File: config.mk
export PLATFORM = sky130hd
export DESIGN_NAME = fht_front
export DESIGN_NICKNAME = d
export VERILOG_FILES = /design/src/rtl/fht_pkg.sv /design/src/rtl/fht_front.sv
export SDC_FILE = /design/constraint.sdc
export NUM_CORES = 1
export LEC_CHECK = 0
export BUFFER_PORTS_ARGS = -buffer_cell sky130_fd_sc_hd__buf_2
export CORE_ASPECT_RATIO = 0.9
export CORE_MARGIN = 2
export CORE_UTILIZATION = 43
export DETAILED_ROUTE_END_ITERATION = 10
export SYNTH_ARGS = -nofsm -noshare
export SYNTH_HDL_FRONTEND = slang
export SYNTH_SLANG_ARGS = --single-unit
File: constraint.sdc
create_clock -name clock -period 13.5 [get_ports clock]
set_clock_uncertainty 0.15 [all_clocks]
set_input_delay 1.35 -clock clock [delete_from_list [all_inputs] [get_ports clock]]
set_output_delay 1.35 -clock clock [all_outputs]
set_load 0.01 [all_outputs]
File: src/rtl/fht_pkg.sv
// Shared types, constants and helpers for the flow hash table with aging.
// No dependencies; every other file in rtl/ imports this package.
package fht_pkg;

   // Table geometry; depth must be a power of two
   localparam int TABLE_DEPTH = 1024;
   localparam int KEY_WORDS   = 4;
   localparam int IDX_W       = $clog2(TABLE_DEPTH);
   localparam int CNT_W       = IDX_W + 1;
   localparam int WORD_W      = 2;
   localparam int SLOT_W      = 10;
   localparam int LIVE_W      = 11;

   // Word-wise FNV-1a style hash constants
   localparam logic [31:0] HASH_SEED = 32'h811C_9DC5;
   localparam logic [31:0] HASH_MUL  = 32'h0100_0193;

   typedef enum logic [0:0] {
      OP_LOOKUP = 1'b0,
      OP_SWEEP  = 1'b1
   } opcode_type;

   typedef enum logic [1:0] {
      ST_HIT     = 2'd0,
      ST_CREATED = 2'd1,
      ST_FULL    = 2'd2,
      ST_SWEPT   = 2'd3
   } status_type;

   typedef enum logic [1:0] {
      SLOT_EMPTY = 2'd0,
      SLOT_LIVE  = 2'd1,
      SLOT_TOMB  = 2'd2,
      SLOT_UNDEF = 2'd3
   } slot_type;

   typedef enum logic [1:0] {
      FR_IDLE,
      FR_HASH,
      FR_PUSH
   } front_state_type;

   typedef enum logic [2:0] {
      BK_CLEAR,
      BK_IDLE,
      BK_PROBE,
      BK_SWEEP,
      BK_RESP
   } back_state_type;

   typedef struct packed {
      opcode_type  opcode;
      logic [63:0] key_low;
      logic [63:0] key_high;
      logic [63:0] now_time;
   } req_type;

   typedef struct packed {
      status_type        status;
      logic [SLOT_W-1:0] slot_index;
      logic [63:0]       created_time;
      logic [LIVE_W-1:0] live_entries;
      logic [LIVE_W-1:0] expired_entries;
   } rsp_type;

   // Classified item handed from front to back
   typedef struct packed {
      opcode_type       opcode;
      logic [63:0]      key_low;
      logic [63:0]      key_high;
      logic [63:0]      now_time;
      logic [IDX_W-1:0] home;
   } job_type;

   // Keep only the key words that take part in hash and compare
   function automatic logic [63:0] mask_low(input logic [63:0] lo);
      return (KEY_WORDS < 2) ? {32'd0, lo[31:0]} : lo;
   endfunction

   function automatic logic [63:0] mask_high(input logic [63:0] hi);
      logic [63:0] r;
      if (KEY_WORDS < 3)      r = 64'd0;
      else if (KEY_WORDS < 4) r = {32'd0, hi[31:0]};
      else                    r = hi;
      return r;
   endfunction

   function automatic logic [31:0] key_word(input logic [63:0] lo,
                                            input logic [63:0] hi,
                                            input logic [WORD_W-1:0] n);
      logic [31:0] w;
      case (n)
         2'd0:    w = lo[31:0];
         2'd1:    w = lo[63:32];
         2'd2:    w = hi[31:0];
         default: w = hi[63:32];
      endcase
      return w;
   endfunction

endpackage

File: src/rtl/fht_front.sv
// Front end: takes request items, hashes the key one word per cycle and
// queues classified jobs for the back end. Depends on fht_pkg.
module fht_front (
   input  logic             clock,
   input  logic             reset,
   input  logic             req_push,
   output logic             req_full,
   input  fht_pkg::req_type req_data,
   output logic             job_valid,
   output fht_pkg::job_type job_data,
   input  logic             job_pop
);
   import fht_pkg::*;

   front_state_type   state_ff, state_in;
   job_type           job_ff, job_in;
   logic [31:0]       hash_ff, hash_in;
   logic [WORD_W-1:0] word_ff, word_in;
   logic [31:0]       prod;
   logic              q_push;

   // two-entry job queue
   job_type     q_mem_ff [2];
   logic        wp_ff, rp_ff;
   logic [1:0]  qcnt_ff;

   assign req_full = (state_ff != FR_IDLE);

   // one hash round: xor a key word in, multiply, keep 32 bits
   assign prod = (hash_ff ^ key_word(job_ff.key_low, job_ff.key_high, word_ff)) * HASH_MUL;

   always_comb begin
      state_in = state_ff;
      job_in   = job_ff;
      hash_in  = hash_ff;
      word_in  = word_ff;
      q_push   = 1'b0;
      unique case (state_ff)
         FR_IDLE: begin
            if (req_push) begin
               job_in.opcode   = req_data.opcode;
               job_in.key_low  = mask_low(req_data.key_low);
               job_in.key_high = mask_high(req_data.key_high);
               job_in.now_time = req_data.now_time;
               job_in.home     = '0;
               hash_in         = HASH_SEED;
               word_in         = '0;
               state_in = (req_data.opcode == OP_SWEEP) ? FR_PUSH : FR_HASH;
            end
         end
         FR_HASH: begin
            hash_in = prod;
            word_in = word_ff + 1'b1;
            if (word_ff == WORD_W'(KEY_WORDS - 1)) begin
               job_in.home = prod[IDX_W-1:0];
               state_in    = FR_PUSH;
            end
         end
         FR_PUSH: begin
            if (qcnt_ff != 2'd2) begin
               q_push   = 1'b1;
               state_in = FR_IDLE;
            end
         end
         default: state_in = FR_IDLE;
      endcase
   end

   always_ff @(posedge clock) begin
      if (reset) begin
         state_ff <= FR_IDLE;
      end else begin
         state_ff <= state_in;
      end
      job_ff  <= job_in;
      hash_ff <= hash_in;
      word_ff <= word_in;
   end

   // job queue pointers and storage
   assign job_valid = (qcnt_ff != 2'd0);
   assign job_data  = q_mem_ff[rp_ff];

   always_ff @(posedge clock) begin
      if (reset) begin
         wp_ff   <= 1'b0;
         rp_ff   <= 1'b0;
         qcnt_ff <= 2'd0;
      end else begin
         if (q_push) wp_ff <= ~wp_ff;
         if (job_pop && job_valid) rp_ff <= ~rp_ff;
         qcnt_ff <= qcnt_ff + {1'b0, q_push} - {1'b0, job_pop && job_valid};
      end
      if (q_push) q_mem_ff[wp_ff] <= job_ff;
   end

endmodule

Yosys cells after proc, flatten, opt, wreduce, memory -nomap -nowiden. Memory sizes are Yosys's and may differ from the RTL's. A register that Yosys moved wholly into a read port is not among the register bits. Cells that the tools add are included.

Register bits: 243. Memory bits (writable): 406. Input bits: 197. Output and inout bits: 205. Word-level logic and storage cells: 57. Memories kept: 1.

Add/sub/neg operators: 3. Multiply operators: 1. Equal/unequal tests: 9. Mux-type cells: 19. Bitwise logic cells: 3. Reduce and logical (&&, ||, !) cells: 10.

Memory list: q_mem_ff (words 2, bits a word 203, rd ports 1, clocked after memory_dff 1, wr ports 1, RTL line fht_front.sv:23) `job_type q_mem_ff [2];`.

Operators by type and width (count): $pmux 32 s3 (1); $pmux 32 s2 (1); $mul 32x25->32 const B (1); $mux 32 (1); $xor 32x32->32 (1); $mux 10 (2); $pmux 10 s2 (1); $mux 2 (5); $ne 2x2->1 const B (4); $eq 2x2->1 const B (3); $mux 1 (6); $pmux 2 s3 (1); $reduce_and 3->1 (2); $reduce_bool 2->1 (3); $eq 2x1->1 const B (2); $logic_not 2->1 (2); $pmux 2 s2 (1); $reduce_and 2->1 (2); $add 2x1->2 (1); $add 2x1->2 const B (1); $not 1->1 (2); $sub 2x1->2 (1); $logic_and 1x1->1 (1).

Longest topological paths before layout.
Depth after elaboration: 6. Mapped depth: 19. Gate-level depth less buffers: 18.

Least setup slack after synthesis. OpenSTA, ideal clock, no wires.

Path type: reg-to-reg. Start: reg state_ff[1]. End: mem q_mem_ff[0][0] (netlist name) (enable). Library setup time: 0.794 ns. Data arrival time: 9.892 ns. Data required time: 12.556 ns. Setup slack: 2.664 ns. Cell stages (with the launch flop): 4. Cell sequence: dfxtp_1 -> clkbuf_1 -> nor3b_1 -> nor2b_1.

Cells in the longest elaborated chain, start to end: 4.

RTL lines: from (decl) (RTL line fht_front.sv:15) `front_state_type state_ff, state_in;`; from (signal assigned) (RTL line fht_front.sv:73) `state_ff <= state_in;`; $eq 2x2->1 (RTL line fht_front.sv:38) `unique case (state_ff)`; $mux 1 (RTL line fht_front.sv:38); via q_push (RTL line fht_front.sv:20) `logic q_push;`; $mux 1 (RTL line fht_front.sv:94) `if (q_push) q_mem_ff[wp_ff] <= job_ff;`; $mux 1 (not written as such) (RTL line fht_front.sv:94); to (decl) (RTL line fht_front.sv:23).

The timed path passes the listed nets, and every way through them passes these cells.

==> flow_metrics.py <==
metrics = {
    "setup_path": {
        "cp.required_ns": 12.00,
        "cp.arrival_ns": 3.43,
        "cp-start-kind": "flip-flop",
        "worst-path-max-fanout": 71,
        "critPathCaptureType": "output pin",
        "setup.worst_path.class": "reg -> out",
    },
    "global_routing": {
        "grt_pass1_vias": 11131,
        "grt_use_met2_pct": 28.4,
        "antenna_found_initial": 8,
        "grt_busiest_layer": "met2",
        "grtUsageMet1_pct": 21.8,
        "grt_max_degree": 160,
        "grt_overflow_total": 0,
        "grt_pass1_wl_um": 68900,
        "met3_usage_pct": 4.30,
        "grt_usage_pct": 17.0,
    },
    "synthesis": {
        "syn_avg_cell_area_um2": 21.9,
        "synth_cell_type_count": 35,
        "ys_async_sr_fraction_pct": 0,
        "synth-edff-count": 621,
        "yosysWarnings": 0,
        "synthCells": 1033,
        "ys_seq_elements": 628,
        "synth_ff_type": "edfxtp_1",
        "netlist_area_um2": 22600,
        "synth_seq_area_share_pct": 83.0,
        "synth_fp_nets": 1270,
    },
    "route": {
        "num_vias": 10804,
        "wl_per_cell_um": 21.0,
        "wl_um": 46900,
        "antenna_left": 0,
        "vias_per_cell": 4.85,
        "drt_iter0_markers": 744,
        "dr.pass1.iters": 6,
        "drc": 0,
    },
    "power": {
        "clockPowerShare_pct": 31.2,
        "ir_drop_mv": 0.192,
        "p_sw_mw": 1.36,
        "p_seq_share_pct": 45.6,
        "power_frac_comb_pct": 23.2,
        "swShare_pct": 26.4,
        "p_int_mw": 3.79,
        "p_leak_nw": 9.79,
        "finalPower_mw": 5.15,
        "power.density_nw_per_um2": 188,
    },
    "placement": {
        "dp.cells": 2105,
        "placed_area_um2": 25500,
        "io_buffer_count": 401,
        "dp_slack_ns": 8.66,
        "place.gp.congestion": 0.790,
        "dp.final_hpwl_um": 30400,
    },
    "sta": {
        "finalCriticalPeriod_ns": 4.93,
        "max_freq_mhz": 203,
        "slew_violations": 0,
        "holdWs_ns": 0.292,
        "period_share_pct": 36.5,
        "tightest_slew_ns": 1.09,
        "setup_viol": 0,
        "setup_ws_ns": 8.57,
        "finalHoldViolCount": 0,
        "rsz0062_at_grt": "false",
        "max_slew_margin_pct": 27.0,
        "fin_setup_tns_ns": 0,
    },
    "die": {
        "ios": 402,
        "die_area_um2": 54500,
        "core_um2": 51900,
        "num_rows": 79,
        "die_h_um": 222,
        "start_util_pct": 43.6,
        "die_w_um": 246,
    },
    "clocking": {
        "cts_buffers": 61,
        "clock_latency_ns": 0.60,
        "cts_tree": "done",
        "cts_sinks": 628,
        "cts_hold_buffers": 0,
        "post_cts_buffers": 0,
        "cts_resized": 0,
        "clk_pin_slew_ns": 0.06,
        "htreeDepth": 2,
        "cts_root_buffer": "clkbuf_16",
        "clockBufferDepth": 3,
    },
    "worst_hold_path": {
        "min_path_type": "reg -> reg",
    },
    "layout": {
        "final_cells": 2226,
        "finish.utilization_pct": 52.8,
        "area_growth_pct": 21.0,
        "drive_gt1_share_pct": 46.6,
        "final_area_um2": 27400,
        "nets": 1717,
    },
    "run_status": {
        "outcome": "complete, no violations",
    },
    "flow_run": {
        "drv_cap": 0,
    },
}
## power groups by stage
stage | Clock (mW) | Combinational [mW] | Sequential [mW]
2_1_floorplan | 0 | 0.883 | 2.39
3_3_place_gp | 0 | 1.21 | 2.38
3_5_place_dp | 0 | 1.20 | 2.39
4_1_cts | 1.65 | 1.21 | 2.35
5_1_grt | 1.73 | 1.32 | 2.36
6_report | 1.61 | 1.19 | 2.35
## final timing paths
path              slack (ns)  startpoint  depth (start not counted)               to
setup / recovery        8.57   flip-flop                          4     job_data[64]
setup reg to reg        8.64  word_ff[0]                         18        job_ff[9]
hold / removal          0.29  job_ff[47]                          0  q_mem_ff[1][47]
hold reg to reg         0.29  job_ff[47]                          0  q_mem_ff[1][47]
## cells by family (layout without fill, tap and decap cells)
group,count (synthesis),count (layout),synth area share [%]
simple gates,54,54,1.17
fa+ha+maj,40,40,2.31
xor+xnor,33,33,1.49
buf+inv,43,539,0.912
flops,628,628,83.0
mux,203,203,10.1
compound gates,32,32,1.02
other cells,0,9,0
## worst max-delay path: stages (launching register included)
cell	delay (ns)
dfxtp_4	0.49
buf_4	0.68
buf_4	0.90
mux2_2	0.44
buf_2	0.15
## cells in the mapped netlist (7+ instances only)
| master | instances | share of area (%) |
|---|---|---|
| dfxtp_1 | 7 | 0.62 |
| ha_1 | 37 | 2.0 |
| mux2_2 | 203 | 10 |
| edfxtp_1 | 621 | 82 |
| nor2b_1 | 7 | 0.19 |
| xor2_1 | 9 | 0.35 |
| a21oi_1 | 14 | 0.31 |
| inv_1 | 14 | 0.23 |
| nor2_1 | 23 | 0.38 |
| and2_1 | 9 | 0.25 |
| a222oi_1 | 10 | 0.44 |
| xnor2_1 | 20 | 0.77 |
| buf_2 | 18 | 0.40 |
## routing by layer
| layer | share of wire (%) | vias up | routed length (um) |
|---|---|---|---|
| met5 | 0 | - | 0 |
| met2 | 50 | 304 | 23400 |
| met1 | 41 | 5475 | 19200 |
| li1 | - | 4974 | - |
| met4 | 1.7 | 0 | 776 |
| met3 | 7.4 | 51 | 3470 |
## registers in the layout, summed over array words and instances, names as in the netlist, named ones only
signal and flops:
q_mem_ff 406, qcnt_ff 2, rp_ff 1, wp_ff 1
state_ff 2, job_ff 203, word_ff 2, hash_ff 10
## cell type report
cell class	instances	area, um^2
fill	4144	24500
timing repair buffer	412	2100
antenna	9	22.5
inverter	15	56.3
multi-input combinational	362	3660
tap	688	861
clock inverter	32	268
clock buffer	80	1620
sequential	628	18800
## layout by cell type (no fill, tap or decap), types with 2 or more instances in the layout
master and n:
a21oi_1 14, a222oi_1 10, nor2b_1 6, clkinv_1 13
buf_2 401, ha_1 37, a21oi_2 2, buf_4 10
dfxtp_1 6, inv_6 2, xor2_1 9, mux2_2 203
clkbuf_1 17, inv_1 14, clkbuf_16 61, xnor2_1 20
bufinv_16 4, clkbuf_8 2, fa_1 3, and2_1 8
nor2_1 22, clkinv_2 9, nand2_1 6, xnor2_2 2
clkinv_4 2, or2_2 4, edfxtp_1 621, diode_2 9
No activity file was read; power rests on OpenSTA's default activity.
